**config.mk**
```make
export PLATFORM = sky130hd
export DESIGN_NAME = hsv_to_rgb_converter_core
export DESIGN_NICKNAME = d
export VERILOG_FILES = /design/src/rtl/hsvrgb_pkg.sv /design/src/rtl/hsvrgb_chan.sv /design/src/rtl/hsv_to_rgb_converter_core.sv
export SDC_FILE = /design/constraint.sdc
export NUM_CORES = 2
export LEC_CHECK = 0
export BUFFER_PORTS_ARGS = -buffer_cell sky130_fd_sc_hd__buf_2
export CORE_MARGIN = 5
export CORE_UTILIZATION = 43
export CTS_BUF_LIST = sky130_fd_sc_hd__clkbuf_8
export DETAILED_ROUTE_END_ITERATION = 6
export SYNTH_ARGS = -nofsm -noshare
export SYNTH_HDL_FRONTEND = slang
export SYNTH_SLANG_ARGS = --single-unit
```
**constraint.sdc**
```tcl
create_clock -name aclk -period 7.43 [get_ports aclk]
set_clock_uncertainty 0.2 [all_clocks]
set_input_delay 0.743 -clock aclk [delete_from_list [all_inputs] [get_ports aclk]]
set_output_delay 0.743 -clock aclk [all_outputs]
set_load 0.05 [all_outputs]
```
**src/rtl/hsvrgb_pkg.sv**
```systemverilog
`timescale 1ns / 1ps

package hsvrgb_pkg;

    localparam int unsigned HUE_W   = 9;
    localparam int unsigned FIX_W   = 9;
    localparam int unsigned CHAN_W  = 8;
    localparam int unsigned SCALE_W = 16;
    localparam int unsigned K_W     = 14;
    localparam int unsigned PROD_W  = 30;
    localparam int unsigned QUO_W   = 12;
    localparam int unsigned RCPP_W  = 24;
    localparam int unsigned SECT_W  = 3;
    localparam int unsigned REM_W   = 6;

    localparam int unsigned DENOM_SHIFT = 18;
    localparam int unsigned RCP_SHIFT   = 16;

    localparam logic [HUE_W-1:0]  FULL_CIRCLE = 9'd360;
    localparam logic [FIX_W-1:0]  ONE_FIX     = 9'd256;
    localparam logic [REM_W-1:0]  SECTOR_DEG  = 6'd60;
    localparam logic [K_W-1:0]    SF_UNIT     = 14'd15360;
    localparam logic [PROD_W-1:0] HALF_DENOM  = 30'd1966080;
    // 4370 / 65536 approximates 1/15 closely enough for quotients up to 255
    localparam logic [RCPP_W-1:0] RCP_15      = 24'd4370;

    localparam logic [SECT_W-1:0] SECTOR_RY = 3'd0;
    localparam logic [SECT_W-1:0] SECTOR_YG = 3'd1;
    localparam logic [SECT_W-1:0] SECTOR_GC = 3'd2;
    localparam logic [SECT_W-1:0] SECTOR_CB = 3'd3;
    localparam logic [SECT_W-1:0] SECTOR_BM = 3'd4;
    localparam logic [SECT_W-1:0] SECTOR_MR = 3'd5;

    typedef struct packed {
        logic ld_mul;
        logic ld_rcp;
        logic ld_out;
    } stage_en_t;

    function automatic logic [HUE_W-1:0] sector_base(input logic [SECT_W-1:0] sect);
        logic [HUE_W-1:0] base;
        case (sect)
            SECTOR_RY: base = 9'd0;
            SECTOR_YG: base = 9'd60;
            SECTOR_GC: base = 9'd120;
            SECTOR_CB: base = 9'd180;
            SECTOR_BM: base = 9'd240;
            default:   base = 9'd300;
        endcase
        return base;
    endfunction

endpackage

```
**src/rtl/hsvrgb_chan.sv**
```systemverilog
`timescale 1ns / 1ps

module hsvrgb_chan
    import hsvrgb_pkg::*;
(
    input  logic               aclk,
    input  stage_en_t          en,
    input  logic [SCALE_W-1:0] scale_i,
    input  logic [K_W-1:0]     k_i,
    output logic [CHAN_W-1:0]  chan_o
);

    logic [PROD_W-1:0] prod_reg;
    logic [PROD_W-1:0] prod_next;
    logic [PROD_W-1:0] prod_rnd;
    logic [QUO_W-1:0]  quo;
    logic [RCPP_W-1:0] rcp_reg;
    logic [RCPP_W-1:0] rcp_next;
    logic [CHAN_W-1:0] chan_reg;
    logic [CHAN_W-1:0] chan_next;

    assign prod_next = PROD_W'(scale_i) * PROD_W'(k_i);

    // round half up over 2^18 * 15: shift first, then divide by 15
    assign prod_rnd  = prod_reg + HALF_DENOM;
    assign quo       = prod_rnd[PROD_W-1:DENOM_SHIFT];
    assign rcp_next  = RCPP_W'(quo) * RCP_15;
    assign chan_next = rcp_reg[RCP_SHIFT +: CHAN_W];

    always_ff @(posedge aclk) begin
        if (en.ld_mul) begin
            prod_reg <= prod_next;
        end
        if (en.ld_rcp) begin
            rcp_reg <= rcp_next;
        end
        if (en.ld_out) begin
            chan_reg <= chan_next;
        end
    end

    assign chan_o = chan_reg;

endmodule

```
**src/rtl/hsv_to_rgb_converter_core.sv**
```systemverilog
`timescale 1ns / 1ps
// HSV to RGB color converter, one color word per clock while m_tready is high.
// Input stream (s_): hue in whole degrees (360 and above read as 0),
// saturation and brightness with 8 fraction bits (values above 256 clip to 1.0).
// Output stream (m_): red, green and blue, each 0..255 rounded half up.
// Pipeline of five register stages: clamp and sector split, coefficient
// selection, channel multiply, rounding with divide-by-15 reciprocal,
// output register. An accepted word passes through these registers in
// order, and m_tvalid rises once it reaches the output register.
// Throughput is one word per clock while m_tready is high; every stage
// has its own valid bit and loads whenever it is empty or its successor
// moves, so bubbles collapse and s_tready stays high while any stage is free.
// When m_tready is low the output word holds and the stages behind it
// fill up; s_tready drops only once all five stages hold a word.
// A synchronous active-low aresetn clears all valid bits; no word is
// lost or repeated across a stall.

module hsv_to_rgb_converter_core
    import hsvrgb_pkg::*;
(
    input  logic        aclk,
    input  logic        aresetn,
    input  logic        s_tvalid,
    output logic        s_tready,
    input  logic [31:0] s_tdata,   // hue_deg[8:0], saturation[17:9], brightness[26:18]
    output logic        m_tvalid,
    input  logic        m_tready,
    output logic [23:0] m_tdata    // red_out[7:0], green_out[15:8], blue_out[23:16]
);

    logic vld1_reg, vld2_reg, vld3_reg, vld4_reg, vld5_reg;
    logic adv1, adv2, adv3, adv4, adv5;

    logic [HUE_W-1:0] hue_in;
    logic [FIX_W-1:0] sat_in;
    logic [FIX_W-1:0] bri_in;

    logic [HUE_W-1:0]   hue_cl;
    logic [FIX_W-1:0]   sat_cl;
    logic [FIX_W-1:0]   bri_cl;
    logic [SECT_W-1:0]  sect_next;
    logic [HUE_W-1:0]   rem_wide;
    logic [SCALE_W:0]   scale_wide;

    logic [SECT_W-1:0]  sect_reg;
    logic [REM_W-1:0]   rem_reg;
    logic [FIX_W-1:0]   sat_reg;
    logic [SCALE_W-1:0] scale1_reg;

    logic [K_W-1:0]     kp, kq, kt, srem, strem;
    logic [K_W-1:0]     kr_next, kg_next, kb_next;
    logic [K_W-1:0]     kr_reg, kg_reg, kb_reg;
    logic [SCALE_W-1:0] scale2_reg;

    stage_en_t          chan_en;
    logic [CHAN_W-1:0]  red_out, green_out, blue_out;

    assign adv5 = !vld5_reg || m_tready;
    assign adv4 = !vld4_reg || adv5;
    assign adv3 = !vld3_reg || adv4;
    assign adv2 = !vld2_reg || adv3;
    assign adv1 = !vld1_reg || adv2;

    assign s_tready = adv1;
    assign m_tvalid = vld5_reg;

    always_ff @(posedge aclk) begin
        if (!aresetn) begin
            vld1_reg <= 1'b0;
            vld2_reg <= 1'b0;
            vld3_reg <= 1'b0;
            vld4_reg <= 1'b0;
            vld5_reg <= 1'b0;
        end else begin
            if (adv1) begin
                vld1_reg <= s_tvalid;
            end
            if (adv2) begin
                vld2_reg <= vld1_reg;
            end
            if (adv3) begin
                vld3_reg <= vld2_reg;
            end
            if (adv4) begin
                vld4_reg <= vld3_reg;
            end
            if (adv5) begin
                vld5_reg <= vld4_reg;
            end
        end
    end

    // stage 1: clamp, sector split, 255 * b
    assign hue_in = s_tdata[8:0];
    assign sat_in = s_tdata[17:9];
    assign bri_in = s_tdata[26:18];

    always_comb begin
        hue_cl = (hue_in >= FULL_CIRCLE) ? '0 : hue_in;
        sat_cl = (sat_in > ONE_FIX) ? ONE_FIX : sat_in;
        bri_cl = (bri_in > ONE_FIX) ? ONE_FIX : bri_in;
        if (hue_cl >= sector_base(SECTOR_MR)) begin
            sect_next = SECTOR_MR;
        end else if (hue_cl >= sector_base(SECTOR_BM)) begin
            sect_next = SECTOR_BM;
        end else if (hue_cl >= sector_base(SECTOR_CB)) begin
            sect_next = SECTOR_CB;
        end else if (hue_cl >= sector_base(SECTOR_GC)) begin
            sect_next = SECTOR_GC;
        end else if (hue_cl >= sector_base(SECTOR_YG)) begin
            sect_next = SECTOR_YG;
        end else begin
            sect_next = SECTOR_RY;
        end
        rem_wide   = hue_cl - sector_base(sect_next);
        scale_wide = {bri_cl, 8'h00} - {8'h00, bri_cl};
    end

    always_ff @(posedge aclk) begin
        if (adv1) begin
            sect_reg   <= sect_next;
            rem_reg    <= rem_wide[REM_W-1:0];
            sat_reg    <= sat_cl;
            scale1_reg <= scale_wide[SCALE_W-1:0];
        end
    end

    // stage 2: p, q, t coefficients and sector permutation
    always_comb begin
        kp    = K_W'(ONE_FIX - sat_reg) * K_W'(SECTOR_DEG);
        srem  = K_W'(sat_reg) * K_W'(rem_reg);
        strem = K_W'(sat_reg) * K_W'(SECTOR_DEG - rem_reg);
        kq    = SF_UNIT - srem;
        kt    = SF_UNIT - strem;
        case (sect_reg)
            SECTOR_RY: begin
                kr_next = SF_UNIT; kg_next = kt;      kb_next = kp;
            end
            SECTOR_YG: begin
                kr_next = kq;      kg_next = SF_UNIT; kb_next = kp;
            end
            SECTOR_GC: begin
                kr_next = kp;      kg_next = SF_UNIT; kb_next = kt;
            end
            SECTOR_CB: begin
                kr_next = kp;      kg_next = kq;      kb_next = SF_UNIT;
            end
            SECTOR_BM: begin
                kr_next = kt;      kg_next = kp;      kb_next = SF_UNIT;
            end
            default: begin
                kr_next = SF_UNIT; kg_next = kp;      kb_next = kq;
            end
        endcase
    end

    always_ff @(posedge aclk) begin
        if (adv2) begin
            kr_reg     <= kr_next;
            kg_reg     <= kg_next;
            kb_reg     <= kb_next;
            scale2_reg <= scale1_reg;
        end
    end

    // stages 3 to 5 per channel
    assign chan_en.ld_mul = adv3;
    assign chan_en.ld_rcp = adv4;
    assign chan_en.ld_out = adv5;

    hsvrgb_chan u_red (
        .aclk    (aclk),
        .en      (chan_en),
        .scale_i (scale2_reg),
        .k_i     (kr_reg),
        .chan_o  (red_out)
    );

    hsvrgb_chan u_green (
        .aclk    (aclk),
        .en      (chan_en),
        .scale_i (scale2_reg),
        .k_i     (kg_reg),
        .chan_o  (green_out)
    );

    hsvrgb_chan u_blue (
        .aclk    (aclk),
        .en      (chan_en),
        .scale_i (scale2_reg),
        .k_i     (kb_reg),
        .chan_o  (blue_out)
    );

    assign m_tdata = {blue_out, green_out, red_out};

`ifndef SYNTHESIS
    a_ready_when_out_empty: assert property (@(posedge aclk) disable iff (!aresetn)
        !m_tvalid |-> s_tready)
        else $error("s_tready low with empty output stage");

    a_full_blocks_input: assert property (@(posedge aclk) disable iff (!aresetn)
        (vld1_reg && vld2_reg && vld3_reg && vld4_reg && vld5_reg && !m_tready)
        |-> !s_tready)
        else $error("input accepted into a full pipeline");

    a_stage1_holds: assert property (@(posedge aclk) disable iff (!aresetn)
        (vld1_reg && !adv2) |=> vld1_reg)
        else $error("stalled word dropped from stage 1");

    a_reset_clears: assert property (@(posedge aclk)
        !aresetn |=> !m_tvalid)
        else $error("m_tvalid set after reset");
`endif

endmodule
```
* Word-level counts from Yosys, hierarchy flattened
Cells that the tools add are included.
Operators by class: $add $sub $neg 9, multiply operators 9, order comparisons 8, equal/unequal tests 8, mux-type cells 11, reduce and logical (&&, ||, !) cells 16
Operators with widths (number):
- $pmux 14 s3 | 3
- $add 30x21->30 const B | 3
- $mul 16x14->30 | 3
- $mul 12x12->23 const B | 3
- $pmux 6 s5 | 1
- $sub 14x14->14 const A | 2
- $ge 9x8->1 const B | 2
- $ge 9x9->1 const B | 2
- $gt 9x9->1 const B | 2
- $mux 9 | 2
- $sub 16x9->16 | 1
- $mul 10x7->14 | 1
- $mul 14x4->12 const B | 1
- $mul 9x6->14 | 1
- $eq 3x2->1 const B | 4
- $sub 9x9->10 const A | 1
- $ge 9x6->1 const B | 1
- $ge 9x7->1 const B | 1
- $reduce_or 2->1 | 4
- $sub 6x6->7 const A | 1
- $eq 3x1->1 const B | 2
- $eq 3x3->1 const B | 2
- $logic_not 3->1 | 2
- $mux 3 | 2
- other kinds (5) | 14
Word-level totals: flip-flop bits (word level) 280, input port bits 36, logic and storage cells 83

* Longest topological paths before layout
depth in word-level cells 11, depth in mapped cells 23, depth with buffers taken out 22

* By module
A second synthesis with hierarchy kept.
Unflattened totals: cell total of the unflattened synthesis 3875, area, all modules 37101.8 um^2
Modules (own cells, without submodules):
- hsv_to_rgb_converter_core | instances 1, cells each 990, area an instance 9429.0 um^2, seq. area each 2862.7 um^2
- hsvrgb_chan (u_blue) | instances 1, cells each 977, area an instance 9325.2 um^2, seq. area each 870.8 um^2
- hsvrgb_chan (u_red) | instances 1, cells each 961, area an instance 9186.3 um^2, seq. area each 870.8 um^2
- hsvrgb_chan (u_green) | instances 1, cells each 947, area an instance 9161.3 um^2, seq. area each 870.8 um^2

* Worst setup path before layout
Ideal clock, no wire load.
path kind flip-flop to flip-flop, start register scale2_reg[1], end register u_green.prod_reg[29] (data pin), library setup time 0.157 ns, arrival time 6.051 ns, data required time 7.073 ns, setup slack 1.022 ns, stages on the path, launching flop included 22, period minus slack after synthesis 6.408 ns, path through edfxtp_1 -> clkbuf_1 -> clkbuf_1 -> nand2_1 -> fa_1 -> fa_1 -> inv_1 -> fa_1 -> fa_1 -> fa_1 -> inv_1 -> fa_1 -> inv_1 -> ha_1 -> a211oi_1 -> nor2_1 -> o311ai_1 -> o211ai_1 -> o41ai_2 -> a21oi_1 -> and4_1 -> nor3_1
On the way: longest elaborated chain between the ends 1
RTL lines:
- start, declared | RTL line hsv_to_rgb_converter_core.sv:53 | logic [SCALE_W-1:0] scale2_reg;
- start signal, assigned | RTL line hsv_to_rgb_converter_core.sv:162 | scale2_reg <= scale1_reg;
- $mul 16x14->30 | RTL line hsvrgb_chan.sv:22 | assign prod_next = PROD_W'(scale_i) * PROD_W'(k_i);
- named net u_green.prod_next[29] | RTL line hsvrgb_chan.sv:14 | logic [PROD_W-1:0] prod_next;
- end signal, assigned | RTL line hsvrgb_chan.sv:32 | prod_reg <= prod_next;
- end, declared | RTL line hsvrgb_chan.sv:13 | logic [PROD_W-1:0] prod_reg;
The timed path passes the listed nets, and every way through them passes these cells. A chain may end at the register's enable or synchronous reset.

* Worst setup path in the final report
start register kg_reg[13], end register u_green.prod_reg[29] (data pin)
On the way: longest elaborated chain between the ends 1
RTL lines:
- start, declared | RTL line hsv_to_rgb_converter_core.sv:52 | logic [K_W-1:0] kr_reg, kg_reg, kb_reg;
- start signal, assigned | RTL line hsv_to_rgb_converter_core.sv:160 | kg_reg <= kg_next;
- $mul 16x14->30 | RTL line hsvrgb_chan.sv:22
- named net u_green.prod_next[29] | RTL line hsvrgb_chan.sv:14
The timed path passes the listed nets, and every way through them passes these cells.

==> metrics.cfg <==
[timing]
tns_ns=0
hold_viol_final=0
relSlewSlack_pct=31.0
finalMaxSlewViolations=0
setup_viol=0
worstMarginPinSlew_ns=1.03
fin_crit_ns=6.95
rsz0062_at_grt=false
finalCritPeriodShare_pct=93.6
fmax_mhz=144

[finish]
final_nets=5040
drive_above_1_share_pct=4.54
design_area_sq_um=39100
post_layout_nonfiller_instances=5022
syn_to_final_growth_pct=5.90
multi_input_area_sq_um=28100
ff_latch_area_sq_um=5480
fillers=8228
utilization_pct=45.9

[cts]
ctsLongestPathBuffers=2
htree_num_levels=4
cts_root_buf=clkbuf_8
cts_hold_buffers=0
clkSinkCount=184
insertion_delay_ns=0.56
cts_tree=done
numCtsBuffers=17
clk_pin_slew_ns=0.11

[floorplan]
die_y_microns=303
die_w_microns=303
pin_count=62
dieArea_sq_um=91900
core_sq_um=85300
start_util_pct=43.3
rows=107

[run_status]
outcome=finished clean

[setup_path]
reg2reg_from=kg_reg[13]
critPathMaxFanout=16
critPathMaxStageDelay_ns=0.68
reg2regPathDepth=18
r2r_setup_slack_ns=0.48
endpoint_kind=flip-flop
reg2reg_to=u_green.prod_reg[29]
cp_cell_sequence=and2_1 > fa_1 > fa_1 > fa_1 > fa_1 > fa_1 > inv_1 > fa_1 > inv_1 > ha_1 > a211oi_1 > nor2_1 > o311ai_1 > o211ai_1 > o41ai_2 > a21oi_1 > and4_1 > nor3_1
crit_path_end=u_green.prod_reg[29]
crit_type=flip-flop to flip-flop
critPathArrivalTime_ns=7.16
crit_top_cell=fa_1
cp_slowest_cell=edfxtp_1
critPathBufInv=2
startpoint_type=flip-flop
cp-startpoint=kg_reg[13]
cp_top_family=adder cells
crit_required_ns=7.64
cp.depth=18

[grt]
antenna_found_initial=6
overflow=0
grt_max_degree=62
grt_pass1_vias=26757
grt_first_pass_wirelength_mm=137
track_usage_pct=18.4

[placed_design]
gp_congestion=0.918
placed_area_sq_um=38600
dpl.hpwl_mm=64.9
dp_cells=4983
portBuffers=56

[yosys]
ys_types=75
yosysMostFrequentCell=inv_1
synth_cells=3881
syn-cell-area_sq_um=36900
yosysSeqAreaShare_pct=14.8
yosysTopAreaCellShare_pct=32.1
ys_async_sr_fraction_pct=0
syn_nets=5057
ys_top_cells_by_area=fa_1 (32%), ha_1 (19%), edfxtp_1 (15%)
synth_area_leader_cell=fa_1
synthXorXnorAreaFrac_pct=3.59
avgSynthCellArea_sq_um=9.52
synth_edf_count=179
synth_flop_cell=edfxtp_1
synth-simple-area-share_pct=15.3
synth.area.mux_share_pct=0.139
synth_compound_area_share_pct=6.28
synth_top_family_by_area=adder cells
yosys_warnings=0
ys_ff_latch=184
ys_top_cells_by_count=inv_1 (752), fa_1 (593), ha_1 (547)
yosys.area_share.adder_pct=50.7

[detailed_routing]
dr.pass1.iters=6
drc=0
drt-total-wl_mm=80.2
vias=25516
wl_per_cell_microns=16.0
dr.first_iter.drc_count=1172
ant_nets=0
viasPerCell=5.08

[job]
maxCapViolations=0

[min_path]
hp-class=flip-flop to flip-flop

## cells by family (layout without fill, tap and decap cells)
group	Yosys count	count (layout)
XOR/XNOR	148	148
AND/OR/NAND/NOR	1141	1141
AO/OA/AOI/OAI	356	356
multiplexers	5	5
flip-flops	184	184
adder cells (fa/ha/maj)	1141	1141
buffers and inverters	906	902
other	0	1
## metal layers
layer,vias to the layer above,track usage (%),routed length (microns)
li1,12220,-,-
met1,12691,24.6,36100
met2,495,31.4,38400
met3,102,2.95,3720
met4,8,4.48,1950
met5,-,0,59
## cell usage in the layout (no fill, tap or decap), drive strengths merged, types with 15 or more instances in the layout
cell type  count
o211ai        15
nor2          89
o21ai         80
xor2          53
a21oi        102
nand2b        15
fa           593
and2         363
nand3         41
edfxtp       179
inv          762
xnor2         94
and3          20
a21o          23
nor2b         18
clkbuf        17
buf          118
nor3          38
a211oi        16
ha           547
nand2        493
o21a          15
## through the flow
| step | setup slack (ns) | hold WS [ns] |
|---|---|---|
| after CTS | 0.277 | 0.167 |
| after global routing | 0.0260 | 0.181 |
| final | 0.476 | 0.226 |
| after floorplan | 1.02 | 0.200 |
| after detailed placement | 0.245 | 0.205 |
| after global placement | 0.367 | 0.200 |
## worst min-delay path by stage
stage,start,end,slack [ns],depth (start not counted)
after floorplan,scale1_reg[0],scale2_reg[0],0.20,0
after global placement,scale1_reg[5],scale2_reg[5],0.20,0
after detailed placement,u_green.rcp_reg[16],u_green.chan_o[0],0.21,0
after CTS,aresetn,vld3_reg,0.17,2
after global routing,aresetn,vld3_reg,0.18,2
final,scale1_reg[13],scale2_reg[13],0.23,0
## area by class of cell
type                       count  area share (%)
multi-input combinational   2791            71.8
sequential                   184            14.0
inverter                     752            7.22
tap                         1144            3.66
timing repair buffer         118            2.19
clock buffer                  17           0.598
clock inverter                15           0.560
antenna                        1         0.00640
## what timing repair did
action	CTS	global route
setup buffers	0	6
gates resized for setup	0	1
setup endpoints to repair	0	2
Power is left out: the tool's default activity adds up to more than one toggle a clock period on the data nets, which glitch-free logic cannot reach.
